--- src/hw/rtl/udwlb_pkg.sv ---
// ----------------------------------------------------------------------------
// udwlb_pkg
// Shared types and constants of the UTF-8 display width line breaker.
// ----------------------------------------------------------------------------
package udwlb_pkg;

   localparam int unsigned MaxCutsDefault   = 256;
   localparam logic [7:0]  LineWidthReset   = 8'd50;
   localparam int unsigned QueueDepth       = 4;
   localparam int unsigned QueuePtrW        = $clog2(QueueDepth);
   localparam int unsigned QueueCountW      = $clog2(QueueDepth + 1);

   localparam logic [7:0]  LineFeed         = 8'h0A;
   localparam logic [7:0]  CarriageReturn   = 8'h0D;

   localparam logic        RecordCut        = 1'b0;
   localparam logic        RecordSummary    = 1'b1;

   localparam logic [8:0]  FullLinesMax     = 9'd511;
   localparam logic [15:0] CharTotalMax     = 16'hFFFF;

   typedef struct packed {
      logic        record_type;
      logic [15:0] cut_position;
      logic [8:0]  full_lines;
      logic [7:0]  tail_width;
      logic        run_last;
   } rec_type;

   typedef struct packed {
      logic push_first;
      logic push_second;
   } push_type;

endpackage

--- src/hw/rtl/udwlb_step.sv ---
// ----------------------------------------------------------------------------
// udwlb_step
// Per-byte update of the line state and building of cut and summary records.
// ----------------------------------------------------------------------------
module udwlb_step import udwlb_pkg::*; #(
   parameter int unsigned MAX_CUTS = MaxCutsDefault
) (
   input  logic       clock,
   input  logic       reset,
   input  logic       fire,
   input  logic [7:0] byte_in,
   input  logic       end_of_text,
   input  logic [7:0] line_width,
   output push_type   push,
   output rec_type    rec_first,
   output rec_type    rec_second
);

   localparam int unsigned CutsW = $clog2(MAX_CUTS + 1);

   logic [1:0]       skip_left_ff, skip_left_in;
   logic [7:0]       width_used_ff, width_used_in;
   logic [15:0]      char_total_ff, char_total_in;
   logic [CutsW-1:0] cuts_made_ff, cuts_made_in;

   logic [7:0]       char_width;
   logic [1:0]       char_skip;
   logic [8:0]       width_sum;
   logic [15:0]      pos;
   logic             cut_report;
   logic [CutsW+8:0] cuts_ext;
   logic [8:0]       lines_shown;
   rec_type          cut_rec;
   rec_type          sum_rec;

   always_comb begin
      skip_left_in  = skip_left_ff;
      width_used_in = width_used_ff;
      char_total_in = char_total_ff;
      cuts_made_in  = cuts_made_ff;
      cut_report    = 1'b0;
      pos           = char_total_ff;
      char_width    = 8'd2;
      char_skip     = 2'd3;
      width_sum     = 9'd0;
      if (byte_in inside {[8'h00:8'h7F]}) begin
         char_width = 8'd1;
         char_skip  = 2'd0;
      end else if (byte_in inside {[8'hC0:8'hDF]}) begin
         char_skip  = 2'd1;
      end else if (byte_in inside {[8'hE0:8'hEF]}) begin
         char_skip  = 2'd2;
      end
      if (skip_left_ff != 2'd0) begin
         skip_left_in = skip_left_ff - 2'd1;
      end else begin
         if (char_total_ff != CharTotalMax) begin
            char_total_in = char_total_ff + 16'd1;
         end
         pos = char_total_in;
         if (byte_in inside {LineFeed, CarriageReturn}) begin
            width_used_in = 8'd0;
         end else begin
            skip_left_in = char_skip;
            width_sum    = {1'b0, width_used_ff} + {1'b0, char_width};
            if (width_sum == {1'b0, line_width}) begin
               width_used_in = 8'd0;
               cut_report    = cuts_made_ff < CutsW'(MAX_CUTS);
            end else if (width_sum > {1'b0, line_width}) begin
               width_used_in = 8'd2;
               pos           = char_total_in - 16'd1;
               cut_report    = cuts_made_ff < CutsW'(MAX_CUTS);
            end else begin
               width_used_in = width_sum[7:0];
            end
            if (cut_report) begin
               cuts_made_in = cuts_made_ff + CutsW'(1);
            end
         end
      end
   end

   assign cuts_ext    = (CutsW + 9)'(cuts_made_in);
   assign lines_shown = (cuts_ext > (CutsW + 9)'(FullLinesMax)) ? FullLinesMax
                                                                 : cuts_ext[8:0];

   always_comb begin
      cut_rec.record_type  = RecordCut;
      cut_rec.cut_position = pos;
      cut_rec.full_lines   = lines_shown;
      cut_rec.tail_width   = width_used_in;
      cut_rec.run_last     = !end_of_text;
      sum_rec.record_type  = RecordSummary;
      sum_rec.cut_position = char_total_in;
      sum_rec.full_lines   = lines_shown;
      sum_rec.tail_width   = width_used_in;
      sum_rec.run_last     = 1'b1;
      rec_first            = cut_report ? cut_rec : sum_rec;
      rec_second           = sum_rec;
      push.push_first      = fire && (cut_report || end_of_text);
      push.push_second     = fire && cut_report && end_of_text;
   end

   always_ff @(posedge clock) begin
      if (reset) begin
         skip_left_ff  <= 2'd0;
         width_used_ff <= 8'd0;
         char_total_ff <= 16'd0;
         cuts_made_ff  <= '0;
      end else if (fire) begin
         if (end_of_text) begin
            skip_left_ff  <= 2'd0;
            width_used_ff <= 8'd0;
            char_total_ff <= 16'd0;
            cuts_made_ff  <= '0;
         end else begin
            skip_left_ff  <= skip_left_in;
            width_used_ff <= width_used_in;
            char_total_ff <= char_total_in;
            cuts_made_ff  <= cuts_made_in;
         end
      end
   end

endmodule

--- src/hw/rtl/udwlb_queue.sv ---
// ----------------------------------------------------------------------------
// udwlb_queue
// Result queue taking up to two records per cycle and handing out one.
// ----------------------------------------------------------------------------
module udwlb_queue import udwlb_pkg::*; (
   input  logic                   clock,
   input  logic                   reset,
   input  push_type               push,
   input  rec_type                rec_first,
   input  rec_type                rec_second,
   input  logic                   pop,
   output rec_type                rec_out,
   output logic [QueueCountW-1:0] count
);

   rec_type                entry_ff [QueueDepth];
   logic [QueuePtrW-1:0]   wr_ptr_ff, wr_ptr_in;
   logic [QueuePtrW-1:0]   rd_ptr_ff;
   logic [QueueCountW-1:0] count_ff, count_in;
   logic [QueuePtrW-1:0]   wr_next;

   assign wr_next = wr_ptr_ff + QueuePtrW'(1);
   assign rec_out = entry_ff[rd_ptr_ff];
   assign count   = count_ff;

   always_comb begin
      wr_ptr_in = wr_ptr_ff + QueuePtrW'({1'b0, push.push_first} + {1'b0, push.push_second});
      count_in  = count_ff + QueueCountW'(push.push_first) + QueueCountW'(push.push_second)
                  - QueueCountW'(pop);
   end

   always_ff @(posedge clock) begin
      if (push.push_first) begin
         entry_ff[wr_ptr_ff] <= rec_first;
      end
      if (push.push_second) begin
         entry_ff[wr_next] <= rec_second;
      end
   end

   always_ff @(posedge clock) begin
      if (reset) begin
         wr_ptr_ff <= '0;
         rd_ptr_ff <= '0;
         count_ff  <= '0;
      end else begin
         wr_ptr_ff <= wr_ptr_in;
         count_ff  <= count_in;
         if (pop) begin
            rd_ptr_ff <= rd_ptr_ff + QueuePtrW'(1);
         end
      end
   end

endmodule

--- src/hw/rtl/utf8_display_width_line_breaker_core.sv ---
// Path: a transferred byte is held in the input register, then its records are written into the result queue.
// Throughput: one byte per cycle while the result queue has room; a byte giving a cut and a
// summary puts two records into the queue, which hands out a single record per pop.
// Reset: synchronous, clears line state and queue; line_width returns to 50.
// ----------------------------------------------------------------------------
// utf8_display_width_line_breaker_core
// Splits a UTF-8 byte stream into lines of a set display width.
// ----------------------------------------------------------------------------
module utf8_display_width_line_breaker_core import udwlb_pkg::*; #(
   parameter int unsigned MAX_CUTS = MaxCutsDefault
) (
   input  logic        clock,
   input  logic        reset,
   input  logic        req_valid,
   output logic        req_stall,
   input  logic [7:0]  req_byte_in,
   input  logic        req_end_of_text,
   output logic        rsp_valid,
   input  logic        rsp_stall,
   output logic        rsp_record_type,
   output logic [15:0] rsp_cut_position,
   output logic [8:0]  rsp_full_lines,
   output logic [7:0]  rsp_tail_width,
   output logic        rsp_run_last,
   input  logic        csr_write_enable,
   input  logic [7:0]  csr_write_data
);

   logic                   in_valid_ff, in_valid_in;
   logic [7:0]             byte_ff;
   logic                   eot_ff;
   logic [7:0]             line_width_ff;
   logic                   fire;
   logic                   take;
   logic [QueueCountW-1:0] count;
   push_type               push;
   rec_type                rec_first;
   rec_type                rec_second;
   rec_type                rec_out;

   assign fire      = in_valid_ff && (count < QueueCountW'(QueueDepth - 1));
   assign req_stall = in_valid_ff && !fire;
   assign take      = req_valid && !req_stall;
   assign rsp_valid = count != '0;

   always_comb begin
      in_valid_in = in_valid_ff;
      if (take) begin
         in_valid_in = 1'b1;
      end else if (fire) begin
         in_valid_in = 1'b0;
      end
   end

   always_ff @(posedge clock) begin
      if (reset) begin
         in_valid_ff   <= 1'b0;
         line_width_ff <= LineWidthReset;
      end else begin
         in_valid_ff <= in_valid_in;
         if (csr_write_enable) begin
            line_width_ff <= csr_write_data;
         end
      end
   end

   always_ff @(posedge clock) begin
      if (take) begin
         byte_ff <= req_byte_in;
         eot_ff  <= req_end_of_text;
      end
   end

   udwlb_step #(
      .MAX_CUTS(MAX_CUTS)
   ) u_step (
      .clock      (clock),
      .reset      (reset),
      .fire       (fire),
      .byte_in    (byte_ff),
      .end_of_text(eot_ff),
      .line_width (line_width_ff),
      .push       (push),
      .rec_first  (rec_first),
      .rec_second (rec_second)
   );

   udwlb_queue u_queue (
      .clock     (clock),
      .reset     (reset),
      .push      (push),
      .rec_first (rec_first),
      .rec_second(rec_second),
      .pop       (rsp_valid && !rsp_stall),
      .rec_out   (rec_out),
      .count     (count)
   );

   assign rsp_record_type  = rec_out.record_type;
   assign rsp_cut_position = rec_out.cut_position;
   assign rsp_full_lines   = rec_out.full_lines;
   assign rsp_tail_width   = rec_out.tail_width;
   assign rsp_run_last     = rec_out.run_last;

endmodule

--- config.mk ---
export PLATFORM = sky130hd
export DESIGN_NAME = utf8_display_width_line_breaker_core
export DESIGN_NICKNAME = d
export VERILOG_FILES = /design/src/hw/rtl/udwlb_pkg.sv /design/src/hw/rtl/udwlb_step.sv /design/src/hw/rtl/udwlb_queue.sv /design/src/hw/rtl/utf8_display_width_line_breaker_core.sv
export SDC_FILE = /design/constraint.sdc
export NUM_CORES = 1
export LEC_CHECK = 0
export BUFFER_PORTS_ARGS = -buffer_cell sky130_fd_sc_hd__clkbuf_2
export CELL_PAD_IN_SITES_DETAIL_PLACEMENT = 1
export CELL_PAD_IN_SITES_GLOBAL_PLACEMENT = 1
export CORE_ASPECT_RATIO = 1.75
export CORE_MARGIN = 4
export CORE_UTILIZATION = 51
export CTS_BUF_LIST = sky130_fd_sc_hd__clkbuf_4
export DETAILED_ROUTE_END_ITERATION = 8
export PLACE_DENSITY_LB_ADDON = 0.15
export SLEW_MARGIN = 25
export SYNTH_ARGS = -nofsm -noshare
export SYNTH_HDL_FRONTEND = slang
export SYNTH_SLANG_ARGS = --single-unit
--- constraint.sdc ---
create_clock -name clock -period 5.25 [get_ports clock]
set_input_delay 0.525 -clock clock [delete_from_list [all_inputs] [get_ports clock]]
set_output_delay 0.525 -clock clock [all_outputs]
set_load 0.01 [all_outputs]
## After elaboration in Yosys (flattened, before gate mapping)

Memory sizes are Yosys's and may differ from the RTL's. A register that Yosys moved wholly into a read port is not among the register bits.
Cells that the tools add are included.

- Register bits after elaboration: 60
- Bits in writable memories: 140
- Input port bits: 22
- Output and inout port bits: 37
- Logic and storage cells: 99
- Memories kept: 1

Memory list:

| memory | depth | bits a word | read ports | clocked after Yosys merged registers in | write ports | RTL line | source |
|---|---|---|---|---|---|---|---|
| u_queue.entry_ff | 4 | 35 | 1 | 1 | 2 | udwlb_queue.sv:16 | `rec_type entry_ff [QueueDepth];` |

- Add/sub/neg operators: 12
- Magnitude comparators: 10
- Equal/unequal tests: 5
- Muxes and demuxes: 40
- Reduce and logical (&&, ||, !) cells: 20

Operator list:

| cell | number |
|---|---|
| 16-bit 2-to-1 mux | 8 |
| 9-bit 2-to-1 mux | 5 |
| 8-bit 2-to-1 mux | 5 |
| 35-bit 2-to-1 mux | 1 |
| 16-bit by 1-bit adder with 16-bit output (second input constant) | 1 |
| 8-bit by 4-bit equality test with 1-bit output (second input constant) | 2 |
| 8-bit >= comparator (second input constant) | 2 |
| 8-bit <= comparator (second input constant) | 2 |
| 2-bit 2-to-1 mux | 8 |
| 16-bit inequality test (second input constant) | 1 |
| 16-bit by 1-bit subtractor with 16-bit output (second input constant) | 1 |
| 1-bit 2-to-1 mux | 13 |
| 1-bit logical AND | 10 |
| 8-bit by 2-bit adder with 9-bit output | 1 |
| 9-bit by 1-bit adder with 9-bit output (second input constant) | 1 |
| 9-bit by 8-bit equality test with 1-bit output | 1 |
| 9-bit by 8-bit greater-than comparator with 1-bit output | 1 |
| 9-bit greater-than comparator (second input constant) | 1 |
| 9-bit less-than comparator (second input constant) | 1 |
| 8-bit by 1-bit >= comparator with 1-bit output (second input constant) | 1 |
| 8-bit by 7-bit <= comparator with 1-bit output (second input constant) | 1 |
| 3-bit by 1-bit adder with 3-bit output | 2 |
| 2-bit nonzero test | 3 |
| 2-bit by 1-bit adder with 2-bit output (second input constant) | 2 |
| other kinds (10) | 13 |

## Depth between registers and ports, before layout

- Depth after elaboration: 16
- Depth in mapped cells: 22
- Gate-level depth less buffers: 19

## By module

Synthesis repeated with hierarchy kept, for this count alone.

- Cells, all modules: 917
- Area, all modules: 11272.1 sq um

By module, submodules not included:

| module | times used | cells each | area an instance (sq um) | sequential area each (sq um) |
|---|---|---|---|---|
| udwlb_queue | 1 | 379 | 7161.9 | 4384.2 |
| udwlb_step | 1 | 492 | 3467.1 | 700.7 |
| utf8_display_width_line_breaker_core | 1 | 46 | 643.1 | 450.4 |

## Worst setup path after synthesis

Ideal clock, no wire load.

- Path type: register to register
- Start point: register byte_ff[7]
- End point: memory u_queue.entry_ff[2][10] (netlist name), enable pin
- Library setup time: 0.388 ns
- Data arrival time: 3.853 ns
- Required time: 4.862 ns
- Slack: 1.009 ns
- Stages on the path, launching flop included: 20
- Buffers on the path: 3
- Period minus slack after synthesis: 4.241 ns
- Cell sequence: edfxtp_1 clkbuf_1 inv_1 ha_1 ha_1 a21oi_1 nor2b_1 nand2_1 xnor2_1 ha_1 nand4_1 nor3_1 nor2_1 a21oi_1 buf_2 a21oi_1 nand2b_1 a21o_1 clkbuf_1 inv_1

RTL lines:

| item | RTL line | source |
|---|---|---|
| start: declaration | utf8_display_width_line_breaker_core.sv:30 | `logic [7:0] byte_ff;` |
| start signal: assignment | utf8_display_width_line_breaker_core.sv:69 | `byte_ff <= req_byte_in;` |
| end: declaration | udwlb_queue.sv:16 |  |

==> impl_results.md <==
* Most frequent cells in the layout: nor2_1 (169), edfxtp_1 (141), clkbuf_4 (64)
* Setup TNS at 0 ns
* Die area at ~23000 um2
* Hold Path Origin: req_byte_in[5]
* Crit path kind: flip-flop to flip-flop
* Register bit count reported by yosys at 202
* I/O Buffers at 58
* Register area share after synthesis at a little over half
* Most common cell after layout, fill and taps aside: nor2_1
* Synth Area in Compound Gates at 11.8%
* Final Wtd Congestion at ~0.86
* XOR/XNOR share of the synthesized area at just under 4%
* Static leakage power at 3.93 nW
* Die height at 196 um
* Status: complete, no violations
* Seq pwr share at 47.6%
* CTS buffer count at 47
* Delay of the slowest critical-path stage at ~0.48 ns
* HP Class: primary input to flip-flop
* Largest net degree at the start of global routing at 51
* IO Pins at 59
* Share of cells above drive strength 1 at 19.5%
* Detail Route Antenna Nets at 0
* # H-tree levels at 2
* Final Non-Filler Cells at 1293
* Max cap viols at 0
* Initial DRC count at 395
* Worst-path clk slew at 0.07 ns
* CTS Root Cell: clkbuf_4
* Top FF cell, synth: edfxtp_1
* Crit. End Element: flip-flop
* Unrepaired setup endpoints after global routing: false
* Initial core utilization at 52.0%
* Via count at between 7000 and 8000
* Worst-path cell chain: inv_1 -> ha_1 -> ha_1 -> a21oi_1 -> nor2b_1 -> nand2_1 -> xnor2_1 -> ha_1 -> nand4_1 -> nor3_1 -> nor2_1 -> a21oi_4 -> maj3_1 -> nand2_1 -> or2_2 -> inv_1 -> buf_12
* Reg2reg path depth at 17
* Mux contribution to synthesized area at 9.72%
* Fin crit share at ~86%
* Worst slew pin tran at 0.945 ns
* Slew margin rel. at 36.9%
* Vias in the first global route at 8486
* Switching power at 1.14 mW
* Adder-cell share of the synthesized area at 2.60%
* CTS Buffer Depth at 3
* Drt total wl at 28600 um
* Int Power at roughly 2.7 mW
* Final Hold Viols at 0
* Nature of the critical path startpoint: flip-flop
* TritonCTS clock tree: done
* Post-DP Area at 10900 um2
* Clock network fraction of design power at 31.8%
* Worst Path Arrival at about 4.9 ns
* EDFF count, synth at about 140
* Clk_skew at between 0.05 and 0.06 ns
* R2r endpoint: u_queue.entry_ff[1][32]
* CTS sink cnt at between 200 and 250
* Core Rows at 68
* CTS Hold Bufs at 2
* Routed WL per cell at 22.1 um
* Area grow syn2layout at 11.1%
* Max VDD drop at between 200 and 250 uV
* FFs w/ async S/R, synth at 0%
* Mapped Cells at 942
* Pwr/cell area at 335 nW/um2
* Max Fclk at 221 MHz
* Combinational Power Share at 20.6%
* WHS Endpoint: byte_ff[5]
* Cell variety after synth at 67
* Grt total ovfl at 0
* Number of post-CTS setup repair buffers at 0
* Largest family of logic cells by synthesized area: simple AND/OR/NAND/NOR gates
* # nets final at 1048
* DRT Pass-1 Iters at 5
* Most used cell, CP: ha_1
* Post-Synth Simple-Gate Area at 15.8%
* Tmin final at 4.53 ns
* # DRC at 0
* Global-route wire length before repair at 45900 um
* R2r startpoint: byte_ff[7]
* Hold Path Stages at 1
* Core outline area at ~20000 um2
* Post-CTS sizing at 0
* Worst-path fanout max at 23
* Initial antenna violation count at 1
* CP required at 5.59 ns
* GRT Resource Usage Total at 26.1%
* Synthesized Nets at around 980
* Reg-to-reg setup timing slack at 0.72 ns
* Placement Setup Slack at approximately 0.74 ns
* Max-slew violation count at 0
* Avg Inst Size Synth at 10.9 um2
* Dpl cells at 1202
* Design area at 11500 um2
* YS warnings at 0
* Final setup fails at 0
* Die X at 116 um
* Max stage delay cell, worst path: edfxtp_1
* Switching share of power at between 20 and 30%
* Final setup slack of the worst path at 0.723 ns
* Via density at 6.10
* DP HPWL at 19700 um
* Synth Cell Area at 10300 um2
* Clock Latency Late Sink at between 0.6 and 0.7 ns
## power by group through the flow
stage	combinational, mW	sequential (mW)	clock [mW]
global placement	0.789	1.86	0
floorplan	0.554	1.83	0
detailed placement	0.800	1.86	0
finish	0.791	1.83	1.22
global route	0.865	1.84	1.34
CTS	0.805	1.83	1.26
## cell usage after synthesis, types with 13 or more instances
| cell | number | area, um2 |
|---|---|---|
| clkbuf_1 | 43 | 161 |
| mux4_2 | 35 | 788 |
| a21oi_1 | 49 | 245 |
| o22ai_1 | 57 | 357 |
| dfxtp_1 | 61 | 1220 |
| nand2_1 | 55 | 206 |
| edfxtp_1 | 141 | 4230 |
| xor2_1 | 18 | 158 |
| xnor2_1 | 28 | 245 |
| o21ai_0 | 16 | 80.1 |
| inv_1 | 26 | 97.6 |
| nand3_1 | 22 | 110 |
| a22oi_1 | 13 | 97.6 |
| mux2i_1 | 18 | 180 |
| nor3_1 | 17 | 85.1 |
| ha_1 | 15 | 188 |
| nand4_1 | 15 | 93.8 |
| nor2_1 | 169 | 634 |
## worst max-delay path by stage
stage                          start                       to  slack, ns  cells past startpoint
after floorplan           byte_ff[7]  u_queue.entry_ff[2][10]       1.01                     19
after global placement    byte_ff[7]         u_queue.count[2]       0.88                     18
after detailed placement  byte_ff[7]         u_queue.count[2]       0.74                     18
after CTS                 byte_ff[7]         u_queue.count[2]       0.70                     18
after global routing      byte_ff[7]         u_queue.count[2]       0.31                     18
final                     byte_ff[7]  u_queue.entry_ff[1][32]       0.72                     17
## sequential cells by signal, summed over array words and instances, names as in the netlist, named ones only
name / count
line_width_ff: 8
in_valid_ff: 1
u_queue.wr_ptr_ff: 2
u_step.width_used_ff: 8
u_step.cuts_made_ff: 9
byte_ff: 8
u_queue.count: 3
u_queue.rd_ptr_ff: 2
u_step.char_total_ff: 16
u_step.skip_left_ff: 2
eot_ff: 1
u_queue.entry_ff: 140
## critical path: cells and delay by family, from the launching register on
family                     cells  cell delay, ns
AOI/OAI and AO/OA              2            0.66
buffers and inverters          3            0.60
DFF                            1            0.48
and+or+nand+nor                7            1.39
adders and majority gates      4            0.99
xor gates and xnor gates       1            0.08
## per-layer routing
metal | global-route usage, % | part of all wire (%) | vias up | wire (um)
li1 | - | - | 3655 | -
met1 | 31.5 | 39 | 3902 | 11300
met2 | 45.7 | 52 | 243 | 14900
met3 | 3.43 | 4.7 | 82 | 1350
met4 | 11.8 | 3.7 | 0 | 1060
met5 | 0 | 0 | - | 0
## logic make-up (layout without fill, tap and decap cells)
| family | Yosys count | in the layout |
|---|---|---|
| adders and majority gates | 20 | 20 |
| buffers and inverters | 88 | 193 |
| and+or+nand+nor | 342 | 342 |
| other | 0 | 1 |
| DFF | 202 | 202 |
| AOI/OAI and AO/OA | 189 | 189 |
| muxes | 55 | 55 |
| xor gates and xnor gates | 46 | 46 |
## final cells by class
cell class | count | area [um2]
Sequential cell | 202 | 5460
Inverter | 27 | 101
Antenna cell | 1 | 2.50
Multi-Input combinational cell | 652 | 4530
Clock inverter | 24 | 104
Timing Repair Buffer | 78 | 483
Tap cell | 245 | 307
Clock buffer | 64 | 480
Fill cell | 2166 | 8360
## stage by stage
| step | hold slack (ns) | utilization [%] | total power, mW |
|---|---|---|---|
| after floorplan | 0.436 | - | 2.38 |
| after global placement | 0.443 | 54.7 | 2.65 |
| after CTS | 0.000745 | 57.8 | 3.89 |
| final | 0.0694 | 57.8 | 3.84 |
| after detailed placement | 0.456 | 54.7 | 2.66 |
| after global routing | 0.0266 | 57.8 | 4.04 |
Note: power is estimated with default switching activity, not from simulation.
